==> src/design/ideabc_pkg.sv <==
// Shared types, constants and the modulo-65537 multiply for the IDEA block.
// No dependencies; used by ideabc_keysched and idea_block_cipher.
package ideabc_pkg;

    // Default number of rounds
    localparam int IDEA_ROUNDS = 8;

    // Configuration register indexes
    localparam logic [1:0] CFG_KEY_HIGH     = 2'd0;
    localparam logic [1:0] CFG_KEY_LOW      = 2'd1;
    localparam logic [1:0] CFG_DECRYPT_MODE = 2'd2;

    // One subkey group: entry c holds subkey c of the group
    typedef logic [5:0][15:0] row_t;

    // Key schedule control toward the top level
    typedef struct packed {
        logic wr_en;
        logic done;
    } ks_ctl_t;

    typedef enum logic [1:0] {
        KS_IDLE,
        KS_GEN,
        KS_INV
    } ks_state_t;

    typedef enum logic [2:0] {
        ST_IDLE,
        ST_SCHED,
        ST_LOAD,
        ST_TRANS,
        ST_MIX1,
        ST_MIX2,
        ST_DONE
    } top_state_t;

    // Multiply modulo 65537, zero stands for 65536
    function automatic logic [15:0] mmul(logic [15:0] a, logic [15:0] b);
        logic [31:0] p;
        logic [15:0] lo;
        logic [15:0] hi;
        logic [15:0] r;
        p  = 32'(a) * 32'(b);
        lo = p[15:0];
        hi = p[31:16];
        if (a == 16'd0) begin
            r = 16'd1 - b;
        end else if (b == 16'd0) begin
            r = 16'd1 - a;
        end else if (lo >= hi) begin
            r = lo - hi;
        end else begin
            r = lo - hi + 16'd1;
        end
        return r;
    endfunction

endpackage

==> src/design/idea_block_cipher.sv <==
// IDEA block cipher top level: configuration, subkey memory and round unit.
// Depends on ideabc_pkg and ideabc_keysched.
//
// Usage: write key_high, key_low and decrypt_mode through cfg_we/cfg_index/
// cfg_wdata while the block is idle. A write to any of these three marks the
// subkey schedule stale. Words enter on s_valid/s_ready and leave on
// m_valid/m_ready. s_ready is high only while no word is in work.
// After the accept, ST_LOAD reads the first subkey group to use; each round
// then passes ST_TRANS for the multiply/add layer and ST_MIX1 and ST_MIX2 for
// the multiply-add structure, since its two dependent modulo multiplies share
// one multiplier; a last ST_TRANS applies the output transform and ST_DONE
// loads the output register. When the schedule is stale, the first word waits
// in ST_SCHED for the expansion, which in decrypt mode also inverts each
// multiplicative subkey above one (at most 2*ROUNDS+2 of them).
// Reset clears state, configuration, schedule flag and m_valid; the datapath
// and subkey memory are left as is, the memory always rebuilt before use.
// When the receiver stalls, the result waits in the output register and the
// next word is accepted and processed; it then waits until the register frees.
module idea_block_cipher #(
    parameter int ROUNDS = ideabc_pkg::IDEA_ROUNDS,
    localparam int ROWS = ROUNDS + 1,
    localparam int RW = $clog2(ROWS)
) (
    input  logic        aclk,
    input  logic        aresetn,
    input  logic        cfg_we,
    input  logic [1:0]  cfg_index,
    input  logic [63:0] cfg_wdata,
    input  logic        s_valid,
    output logic        s_ready,
    input  logic [63:0] s_data_block,
    output logic        m_valid,
    input  logic        m_ready,
    output logic [63:0] m_result_block
);

    ideabc_pkg::top_state_t state_reg, state_next;

    logic [63:0] key_high_reg, key_high_next;
    logic [63:0] key_low_reg, key_low_next;
    logic        dec_reg, dec_next;
    logic        sready_reg, sready_next;
    logic        m_valid_reg, m_valid_next;
    logic [63:0] result_reg, result_next;
    logic [15:0] v_reg [4];
    logic [15:0] v_next [4];
    logic [15:0] p_reg, p_next;
    logic [RW-1:0] grp_reg, grp_next;

    ideabc_pkg::row_t    subkey_mem [ROWS];
    ideabc_pkg::row_t    rd_reg;
    ideabc_pkg::ks_ctl_t ks_ctl;
    ideabc_pkg::row_t    ks_wr_data;
    logic [RW-1:0]       ks_wr_row;
    logic                ks_start;
    logic                rd_en;
    logic [RW-1:0]       rd_addr;

    logic        last_grp;
    logic        sel_k2;
    logic [15:0] kx, ky;
    logic [15:0] mul_a_x, mul_a_y, mul_a;
    logic [15:0] mul_b;
    logic [15:0] u;
    logic        cfg_hit;

    ideabc_keysched #(.ROUNDS(ROUNDS)) u_keysched (
        .aclk     (aclk),
        .aresetn  (aresetn),
        .start    (ks_start),
        .key_high (key_high_reg),
        .key_low  (key_low_reg),
        .decrypt  (dec_reg),
        .ks_ctl   (ks_ctl),
        .wr_row   (ks_wr_row),
        .wr_data  (ks_wr_data)
    );

    assign s_ready        = (state_reg == ideabc_pkg::ST_IDLE);
    assign m_valid        = m_valid_reg;
    assign m_result_block = result_reg;
    assign ks_start       = s_ready && s_valid && !sready_reg;
    assign cfg_hit        = cfg_we && (cfg_index == ideabc_pkg::CFG_KEY_HIGH ||
                            cfg_index == ideabc_pkg::CFG_KEY_LOW ||
                            cfg_index == ideabc_pkg::CFG_DECRYPT_MODE);

    // Configuration registers and schedule flag
    always_comb begin
        key_high_next = key_high_reg;
        key_low_next  = key_low_reg;
        dec_next      = dec_reg;
        sready_next   = sready_reg;
        if (cfg_we) begin
            unique case (cfg_index)
                ideabc_pkg::CFG_KEY_HIGH:     key_high_next = cfg_wdata;
                ideabc_pkg::CFG_KEY_LOW:      key_low_next  = cfg_wdata;
                ideabc_pkg::CFG_DECRYPT_MODE: dec_next      = cfg_wdata[0];
                default: ;
            endcase
        end
        if (cfg_hit) begin
            sready_next = 1'b0;
        end else if (ks_ctl.done) begin
            sready_next = 1'b1;
        end
    end

    // Round unit operands
    assign last_grp = (grp_reg == RW'(ROUNDS));
    assign sel_k2   = !(dec_reg ^ last_grp);
    assign kx       = sel_k2 ? rd_reg[2] : rd_reg[1];
    assign ky       = sel_k2 ? rd_reg[1] : rd_reg[2];
    assign mul_b    = ideabc_pkg::mmul(v_reg[3], rd_reg[3]);
    assign mul_a    = ideabc_pkg::mmul(mul_a_x, mul_a_y);
    assign u        = p_reg + mul_a;

    always_comb begin
        unique case (state_reg)
            ideabc_pkg::ST_MIX1: begin
                mul_a_x = rd_reg[4];
                mul_a_y = v_reg[0] ^ v_reg[1];
            end
            ideabc_pkg::ST_MIX2: begin
                mul_a_x = p_reg + (v_reg[2] ^ v_reg[3]);
                mul_a_y = rd_reg[5];
            end
            default: begin
                mul_a_x = v_reg[0];
                mul_a_y = rd_reg[0];
            end
        endcase
    end

    // Next state
    always_comb begin
        state_next = state_reg;
        unique case (state_reg)
            ideabc_pkg::ST_IDLE: begin
                if (s_valid) begin
                    state_next = sready_reg ? ideabc_pkg::ST_LOAD : ideabc_pkg::ST_SCHED;
                end
            end
            ideabc_pkg::ST_SCHED: begin
                if (ks_ctl.done) begin
                    state_next = ideabc_pkg::ST_LOAD;
                end
            end
            ideabc_pkg::ST_LOAD:  state_next = ideabc_pkg::ST_TRANS;
            ideabc_pkg::ST_TRANS: begin
                if (dec_reg ? (grp_reg == '0) : last_grp) begin
                    state_next = ideabc_pkg::ST_DONE;
                end else begin
                    state_next = ideabc_pkg::ST_MIX1;
                end
            end
            ideabc_pkg::ST_MIX1:  state_next = ideabc_pkg::ST_MIX2;
            ideabc_pkg::ST_MIX2:  state_next = ideabc_pkg::ST_TRANS;
            ideabc_pkg::ST_DONE: begin
                if (!m_valid_reg || m_ready) begin
                    state_next = ideabc_pkg::ST_IDLE;
                end
            end
            default: state_next = ideabc_pkg::ST_IDLE;
        endcase
    end

    // Datapath, memory reads and output register
    always_comb begin
        v_next       = v_reg;
        p_next       = p_reg;
        grp_next     = grp_reg;
        rd_en        = 1'b0;
        rd_addr      = grp_reg;
        result_next  = result_reg;
        m_valid_next = m_valid_reg && !m_ready;
        unique case (state_reg)
            ideabc_pkg::ST_IDLE: begin
                if (s_valid) begin
                    v_next[0] = s_data_block[63:48];
                    v_next[1] = s_data_block[47:32];
                    v_next[2] = s_data_block[31:16];
                    v_next[3] = s_data_block[15:0];
                end
            end
            ideabc_pkg::ST_LOAD: begin
                rd_en    = 1'b1;
                rd_addr  = dec_reg ? RW'(ROUNDS) : '0;
                grp_next = rd_addr;
            end
            ideabc_pkg::ST_TRANS: begin
                v_next[0] = mul_a;
                v_next[3] = mul_b;
                v_next[1] = dec_reg ? v_reg[2] - kx : v_reg[2] + kx;
                v_next[2] = dec_reg ? v_reg[1] - ky : v_reg[1] + ky;
                if (dec_reg && grp_reg != '0) begin
                    rd_en    = 1'b1;
                    rd_addr  = grp_reg - RW'(1);
                    grp_next = rd_addr;
                end
            end
            ideabc_pkg::ST_MIX1: begin
                p_next = mul_a;
            end
            ideabc_pkg::ST_MIX2: begin
                v_next[0] = v_reg[0] ^ mul_a;
                v_next[1] = v_reg[1] ^ mul_a;
                v_next[2] = v_reg[2] ^ u;
                v_next[3] = v_reg[3] ^ u;
                if (!dec_reg) begin
                    rd_en    = 1'b1;
                    rd_addr  = grp_reg + RW'(1);
                    grp_next = rd_addr;
                end
            end
            ideabc_pkg::ST_DONE: begin
                if (!m_valid_reg || m_ready) begin
                    m_valid_next = 1'b1;
                    result_next  = {v_reg[0], v_reg[1], v_reg[2], v_reg[3]};
                end
            end
            default: ;
        endcase
    end

    // Subkey memory: written by the schedule, one registered read port
    always_ff @(posedge aclk) begin
        if (ks_ctl.wr_en) begin
            subkey_mem[ks_wr_row] <= ks_wr_data;
        end
        if (rd_en) begin
            rd_reg <= subkey_mem[rd_addr];
        end
    end

    always_ff @(posedge aclk) begin
        if (!aresetn) begin
            state_reg    <= ideabc_pkg::ST_IDLE;
            key_high_reg <= '0;
            key_low_reg  <= '0;
            dec_reg      <= 1'b0;
            sready_reg   <= 1'b0;
            m_valid_reg  <= 1'b0;
        end else begin
            state_reg    <= state_next;
            key_high_reg <= key_high_next;
            key_low_reg  <= key_low_next;
            dec_reg      <= dec_next;
            sready_reg   <= sready_next;
            m_valid_reg  <= m_valid_next;
        end
    end

    always_ff @(posedge aclk) begin
        v_reg      <= v_next;
        p_reg      <= p_next;
        grp_reg    <= grp_next;
        result_reg <= result_next;
    end

endmodule

==> src/design/ideabc_keysched.sv <==
// IDEA key expansion: one subkey per cycle except while a multiplicative
// subkey is inverted by repeated square-and-multiply. Uses ideabc_pkg.
module ideabc_keysched #(
    parameter int ROUNDS = ideabc_pkg::IDEA_ROUNDS,
    localparam int NSUB = 6 * ROUNDS + 4,
    localparam int ROWS = ROUNDS + 1,
    localparam int IW = $clog2(NSUB),
    localparam int RW = $clog2(ROWS)
) (
    input  logic                aclk,
    input  logic                aresetn,
    input  logic                start,
    input  logic [63:0]         key_high,
    input  logic [63:0]         key_low,
    input  logic                decrypt,
    output ideabc_pkg::ks_ctl_t ks_ctl,
    output logic [RW-1:0]       wr_row,
    output ideabc_pkg::row_t    wr_data
);

    ideabc_pkg::ks_state_t state_reg, state_next;
    logic [127:0]     key_reg, key_next;
    logic [IW-1:0]    idx_reg, idx_next;
    logic [2:0]       col_reg, col_next;
    logic [RW-1:0]    row_reg, row_next;
    ideabc_pkg::row_t rowbuf_reg, rowbuf_next;
    logic [15:0]      acc_reg, acc_next;
    logic [15:0]      base_reg, base_next;
    logic [3:0]       it_reg, it_next;
    logic             ph_reg, ph_next;

    logic [2:0]  w;
    logic [15:0] word;
    logic        last;
    logic        need_inv;
    logic        inv_end;
    logic        commit;
    logic [15:0] cval;
    logic [15:0] mul_out;

    // Pick the current key word and decide on an inverse
    assign w        = idx_reg[2:0];
    assign word     = key_reg[{~w, 4'b0000} +: 16];
    assign last     = (idx_reg == IW'(NSUB - 1));
    assign need_inv = decrypt && (col_reg == 3'd0 || col_reg == 3'd3) && (word > 16'd1);
    assign inv_end  = (state_reg == ideabc_pkg::KS_INV) && ph_reg && (it_reg == 4'd15);
    assign commit   = ((state_reg == ideabc_pkg::KS_GEN) && !need_inv) || inv_end;
    assign mul_out  = ideabc_pkg::mmul(acc_reg, ph_reg ? base_reg : acc_reg);
    assign cval     = (state_reg == ideabc_pkg::KS_INV) ? mul_out : word;

    // Next state
    always_comb begin
        state_next = state_reg;
        unique case (state_reg)
            ideabc_pkg::KS_IDLE: begin
                if (start) begin
                    state_next = ideabc_pkg::KS_GEN;
                end
            end
            ideabc_pkg::KS_GEN: begin
                if (need_inv) begin
                    state_next = ideabc_pkg::KS_INV;
                end else if (last) begin
                    state_next = ideabc_pkg::KS_IDLE;
                end
            end
            ideabc_pkg::KS_INV: begin
                if (inv_end) begin
                    state_next = last ? ideabc_pkg::KS_IDLE : ideabc_pkg::KS_GEN;
                end
            end
            default: state_next = ideabc_pkg::KS_IDLE;
        endcase
    end

    // Datapath and outputs
    always_comb begin
        key_next    = key_reg;
        idx_next    = idx_reg;
        col_next    = col_reg;
        row_next    = row_reg;
        rowbuf_next = rowbuf_reg;
        acc_next    = acc_reg;
        base_next   = base_reg;
        it_next     = it_reg;
        ph_next     = ph_reg;
        wr_data     = rowbuf_reg;
        wr_data[col_reg] = cval;
        wr_row      = row_reg;
        ks_ctl.wr_en = commit && (col_reg == 3'd5 || last);
        ks_ctl.done  = commit && last;

        if (state_reg == ideabc_pkg::KS_IDLE && start) begin
            key_next = {key_high, key_low};
            idx_next = '0;
            col_next = '0;
            row_next = '0;
        end
        if (state_reg == ideabc_pkg::KS_GEN && need_inv) begin
            base_next = word;
            acc_next  = 16'd1;
            it_next   = '0;
            ph_next   = 1'b0;
        end
        // Square, then multiply by the base: after 16 passes acc = base^65535
        if (state_reg == ideabc_pkg::KS_INV) begin
            acc_next = mul_out;
            ph_next  = !ph_reg;
            if (ph_reg) begin
                it_next = it_reg + 4'd1;
            end
        end
        // Store the subkey and advance
        if (commit) begin
            rowbuf_next[col_reg] = cval;
            idx_next = idx_reg + IW'(1);
            if (col_reg == 3'd5) begin
                col_next = '0;
                row_next = row_reg + RW'(1);
            end else begin
                col_next = col_reg + 3'd1;
            end
            if (w == 3'd7) begin
                key_next = {key_reg[102:0], key_reg[127:103]};
            end
        end
    end

    always_ff @(posedge aclk) begin
        if (!aresetn) begin
            state_reg <= ideabc_pkg::KS_IDLE;
        end else begin
            state_reg <= state_next;
        end
    end

    always_ff @(posedge aclk) begin
        key_reg    <= key_next;
        idx_reg    <= idx_next;
        col_reg    <= col_next;
        row_reg    <= row_next;
        rowbuf_reg <= rowbuf_next;
        acc_reg    <= acc_next;
        base_reg   <= base_next;
        it_reg     <= it_next;
        ph_reg     <= ph_next;
    end

endmodule
==> config.mk <==
export PLATFORM = sky130hd
export DESIGN_NAME = idea_block_cipher
export DESIGN_NICKNAME = d
export VERILOG_FILES = /design/src/design/ideabc_pkg.sv /design/src/design/idea_block_cipher.sv /design/src/design/ideabc_keysched.sv
export SDC_FILE = /design/constraint.sdc
export NUM_CORES = 2
export LEC_CHECK = 0
export BUFFER_PORTS_ARGS = -buffer_cell sky130_fd_sc_hd__buf_2
export CAP_MARGIN = 30
export CORE_MARGIN = 2
export CORE_UTILIZATION = 60
export CTS_BUF_LIST = sky130_fd_sc_hd__clkbuf_2
export DETAILED_ROUTE_END_ITERATION = 8
export GPL_TIMING_DRIVEN = 0
export PLACE_DENSITY = 0.89
export SLEW_MARGIN = 20
export SYNTH_ARGS = -nofsm -noshare
export SYNTH_HDL_FRONTEND = slang
export SYNTH_SLANG_ARGS = --single-unit
==> constraint.sdc <==
create_clock -name aclk -period 41 [get_ports aclk]
set_input_delay 8.2 -clock aclk [delete_from_list [all_inputs] [get_ports aclk]]
set_output_delay 8.2 -clock aclk [all_outputs]
set_load 0.02 [all_outputs]
Word level (Yosys, flattened, before mapping)

Memories as Yosys holds them, arrays and structs flattened. A register that Yosys moved wholly into a read port is not among the register bits.
Index checks and enable logic that the tools add are counted.

Register bits: 558
Bits in writable memories: 864
Input bits: 135
Output and inout bits: 66
Logic and storage cells: 208
Memories kept: 1

Memory list:

| name       | depth | bits a word | read ports | clocked after Yosys merged registers in | write ports | RTL line                | RTL |
|---|---|---|---|---|---|---|---|
| subkey_mem | 9     | 96          | 1          | 1                                       | 1           | idea_block_cipher.sv:50 | `ideabc_pkg::row_t subkey_mem [ROWS];` |

Add/sub/neg operators: 24
$mul: 3
Magnitude comparators: 6
Equal/unequal tests: 22
Shifts and indexed selects: 1
Mux-type cells: 64
Bitwise operators: 9
Reduce and logical (&&, ||, !) cells: 50

Operator list:

| cell                                                                   | number |
|---|---|
| 128-bit 2-to-1 mux                                                     | 3 |
| 16-bit 2-to-1 mux                                                      | 18 |
| 64-bit one-hot mux with 3 select lines                                 | 1 |
| 128-bit by 8-bit indexed part select with 16-bit output                | 1 |
| 96-bit bitwise mux                                                     | 1 |
| 16-bit logical NOT                                                     | 6 |
| 16-bit by 16-bit multiplier with 32-bit output                         | 3 |
| 1-bit by 16-bit subtractor with 16-bit output (first input constant)   | 6 |
| 16-bit XOR                                                             | 6 |
| 16-bit subtractor                                                      | 5 |
| 16-bit adder                                                           | 4 |
| 64-bit 2-to-1 mux                                                      | 1 |
| 16-bit one-hot mux with 2 select lines                                 | 2 |
| 16-bit by 1-bit adder with 16-bit output (second input constant)       | 3 |
| 16-bit demux with 3-bit select                                         | 1 |
| 16-bit greater-or-equal comparator                                     | 3 |
| 4-bit 2-to-1 mux                                                       | 9 |
| 3-bit 2-to-1 mux                                                       | 6 |
| 3-bit one-hot mux with 6 select lines                                  | 1 |
| 16-bit by 1-bit > comparator with 1-bit output (second input constant) | 1 |
| 3-bit equality test (second input constant)                            | 5 |
| 1-bit logical AND                                                      | 15 |
| 4-bit by 1-bit adder with 4-bit output (second input constant)         | 3 |
| 2-bit 2-to-1 mux                                                       | 6 |
| other kinds (33)                                                       | 69 |

Logic depth before layout (Yosys ltp)

Word-level depth: 12
Gate-level depth with buffers: 60

By module

Synthesis repeated with hierarchy kept, for this count alone.

Cell total of the unflattened synthesis: 9,165
Area, all modules: 96,314.9 um^2

By module, submodules not included:

| module            | times used | cells an instance | area an instance (um^2) | sequential area each (um^2) |
|---|---|---|---|---|
| idea_block_cipher | 1          | 6,676             | 72,948.7                | 35,914.4 |
| ideabc_keysched   | 1          | 2,489             | 23,366.2                | 6,906.6 |

Least setup slack after synthesis

No wires, ideal clock.

Path type: input to register
Start point: input s_valid
End point: register v_reg[0] (netlist name) (enable)
Library setup time: 0.574 ns
Data arrival time: 12.901 ns
Slack: 27.525 ns
Cell stages on the path: 3
Path buffers: 0
Cell sequence: and3_1 -> a21oi_1 -> o21ai_0

Word-level cells in the longest chain between the ends: 2

RTL lines:

| item                                 | RTL line                 | RTL |
|---|---|---|
| start: declaration                   | idea_block_cipher.sv:29  | `input logic s_valid,` |
| 2-bit != test (no source line)       | n/a                      |  |
| 2-bit AND reduction (no source line) | n/a                      |  |
| end signal: assignment               | idea_block_cipher.sv:254 | `v_reg <= v_next;` |
| end: declaration                     | idea_block_cipher.sv:45  | `logic [15:0] v_reg [4];` |

Every way passes these cells.
A chain may end at the register's enable or synchronous reset.

==> results.cfg <==
[run_status]
run_status = finished with violations
violations = DRC

[timing]
maxSlewViolCount = 0
max-slew-margin-rel_pct = 10.2
rsz_0062_raised_after_global_routing = no
post-route-min-period_ns = 17.38
maximum_clock_frequency_mhz = 57.5
setup_viol = 0
min_period_over_period_pct = 42.4
finalClockSkew_ns = 0.219
timing.setup.tns_ns = 0
worst-slew-pin-transition_ns = 1.33
finalWorstSetupSlack_ns = 23.62
report.final.hold_viol_count = 0

[placed_design]
pre_cts_ws_ns = 23.93
globalplace.congestion = 1.10
portBuffers = 199
detailed_place_hpwl_mm = 230

[floorplan]
dieArea_um2 = 163000
std_cell_rows = 146
io-pin-count = 201
core_area_um2 = 158000
initial_utilization_pct = 60.5
dieHeight_um = 403
fp.dieW_um = 403

[clocking]
cts_repair_resize_count = 0
clk_root_buffer_cell = clkbuf_2
htree_levels = 5
insertion_delay_ns = 1.87
ctsLongestPathBuffers = 4
cts_hold_buffers = 0
cts_tree = built
clk_sinks = 1518
cts_inserted_buffers = 375
post_cts.repair.setup_buffers = 0
cts.clk_slew.worst_paths_ns = 0.11

[yosys]
post_synth_edffs = 1242
synth.net_count = 10198
synth_ff_type = edfxtp_1
yosysSeqAreaShare_pct = 44.7
post_synth_top_area_share_pct = 38.9
mappedNetlistArea_um2 = 95800
synth_area_per_cell_um2 = 10.6
synth_warn = 0
synth_seq_cells = 1518
distinct_cell_type_count_after_synthesis = 110
synth_top_area_cell = edfxtp_1
async_flop_share_pct = 0
netlist_instances = 9026
ys_top_cells_by_area = edfxtp_1 39%, fa_1 12%, nand2_1 6.4%

[setup_path]
path_max_fanout = 10
worst_path_max_delay_cell = a211oi_1
timing.critical_path.required_ns = 42.39
critPathMostFrequentCell = fa_1
worstSetupStartpointType = flip-flop
worstPathArrival_ns = 18.77
critical_path.endpoint_type = flip-flop
path_class = flip-flop to flip-flop
slowest_delay_ns = 0.76

[grt]
first_pass_grt_wire_length_mm = 460
grt_pass1_vias = 75902
antenna_found_initial = 14
grt_max_degree = 57
grt_remaining_overflow = 0
grtUsageTotal_pct = 37.6

[layout]
max_ffs_per_register = 864
nNetsFinal = 10890
area_growth_pct = 8.69
drive_gt1_share_pct = 11.0

[route]
route.detailed.wl_per_inst_um = 25.9
ant_nets = 0
vias = 77408
finalWirelength_mm = 313
drc = 30
drt_iter0_markers = 12282
avgViaCountPerCell = 6.42
first_pass_iters = 9

[run]
cap_viol_max_count = 0

[hold_path]
holdCritPathClass = flip-flop to flip-flop
## cell type report
type	instances	area (um2)
Timing Repair Buffer	315	2320
Antenna cell	19	47.5
Clock inverter	84	438
Fill cell	11569	54300
Sequential cell	1518	42800
Tap cell	2072	2590
Multi-Input combinational cell	6199	48100
Inverter	795	2990
Buffer	514	2070
Clock buffer	549	2750
## critical path: cells and delay by family (launching register included)
family | cells | cell delay, ns
adders and majority gates | 11 | 4.66
xor gates and xnor gates | 4 | 1.29
DFF | 1 | 0.46
AOI/OAI and AO/OA | 22 | 6.36
and+or+nand+nor | 8 | 1.09
buffers and inverters | 8 | 2.59
muxes | 2 | 0.63
## through the flow
| step | area [um2] | utilization, % | instances | hold WS, ns |
|---|---|---|---|---|
| after CTS | 104000 | 65.5 | 12016 | 0.347 |
| after global routing | 104000 | 65.7 | 12052 | 0.336 |
| after global placement | 99300 | 62.7 | 11297 | 0.455 |
| final | 104000 | 65.7 | 12065 | 0.367 |
| after floorplan | 95800 | - | 9026 | 0.424 |
| after detailed placement | 101000 | 63.5 | 11383 | 0.459 |
## cells in the mapped netlist, drive strengths merged (7+ instances only)
library cell,n
nand2,1627
edfxtp,1242
inv,790
fa,589
o21ai,499
ha,448
clkbuf,427
and2,393
a21oi,311
nor2,297
dfxtp,276
xnor2,258
a211oi,228
mux2i,188
xor2,160
a21boi,138
a31oi,121
a311oi,107
buf,87
nor3,79
nor2b,73
a21o,72
nand3,56
a22oi,43
mux4,34
nand2b,33
o21a,32
and3,31
nand4,31
o31ai,30
o211ai,29
or3,29
o221ai,25
o21bai,23
or2,23
mux2,22
nor4,22
or4,15
nand3b,10
o22ai,10
a221o,9
a221oi,9
a211o,8
nor3b,8
nand4b,7
## cell families after synthesis
logic type | share of synthesized area [%]
DFF | 44.7
AOI/OAI and AO/OA | 12.0
and+or+nand+nor | 13.0
xor gates and xnor gates | 3.85
adders and majority gates | 18.2
muxes | 3.03
buffers and inverters | 5.28
## routing by layer
| layer | track usage (%) | wire length [um] | vias to the layer above |
|---|---|---|---|
| li1 | - | - | 32734 |
| met3 | 10.0 | 43300 | 1323 |
| met1 | 49.2 | 111000 | 37034 |
| met4 | 21.3 | 21300 | 16 |
| met2 | 57.0 | 137000 | 6301 |
| met5 | 0 | 106 | - |
## layout by cell type, fill, tap and decap left out, types with 33 or more instances in the layout
master	instances
inv_1	785
nand3_1	56
clkbuf_1	425
nand2_1	1627
ha_1	448
clkbuf_2	557
edfxtp_1	1242
nor3_1	76
a22oi_1	42
buf_2	269
xnor2_1	258
and2_1	362
a21boi_0	137
a31oi_1	119
nor2b_1	73
a21oi_1	297
mux2i_1	187
nor2_1	295
a311oi_1	106
a21o_1	71
fa_1	589
xor2_1	160
a211oi_1	227
clkinv_1	64
buf_1	46
mux4_2	34
o21ai_1	147
nand2b_1	33
o21ai_0	339
dfxtp_1	276
## final timing paths
check | endpoint | slack, ns | cells after the start | from
setup / recovery | v_reg[31] | 23.62 | 55 | v_reg[0]
hold / removal | m_result_block[14] | 0.37 | 0 | v_reg[14]
setup reg to reg | v_reg[31] | 23.62 | 55 | v_reg[0]
hold reg to reg | m_result_block[14] | 0.37 | 0 | v_reg[14]
Power is left out: the tool's default activity adds up to more than one toggle a clock period on the data nets, which glitch-free logic cannot reach.
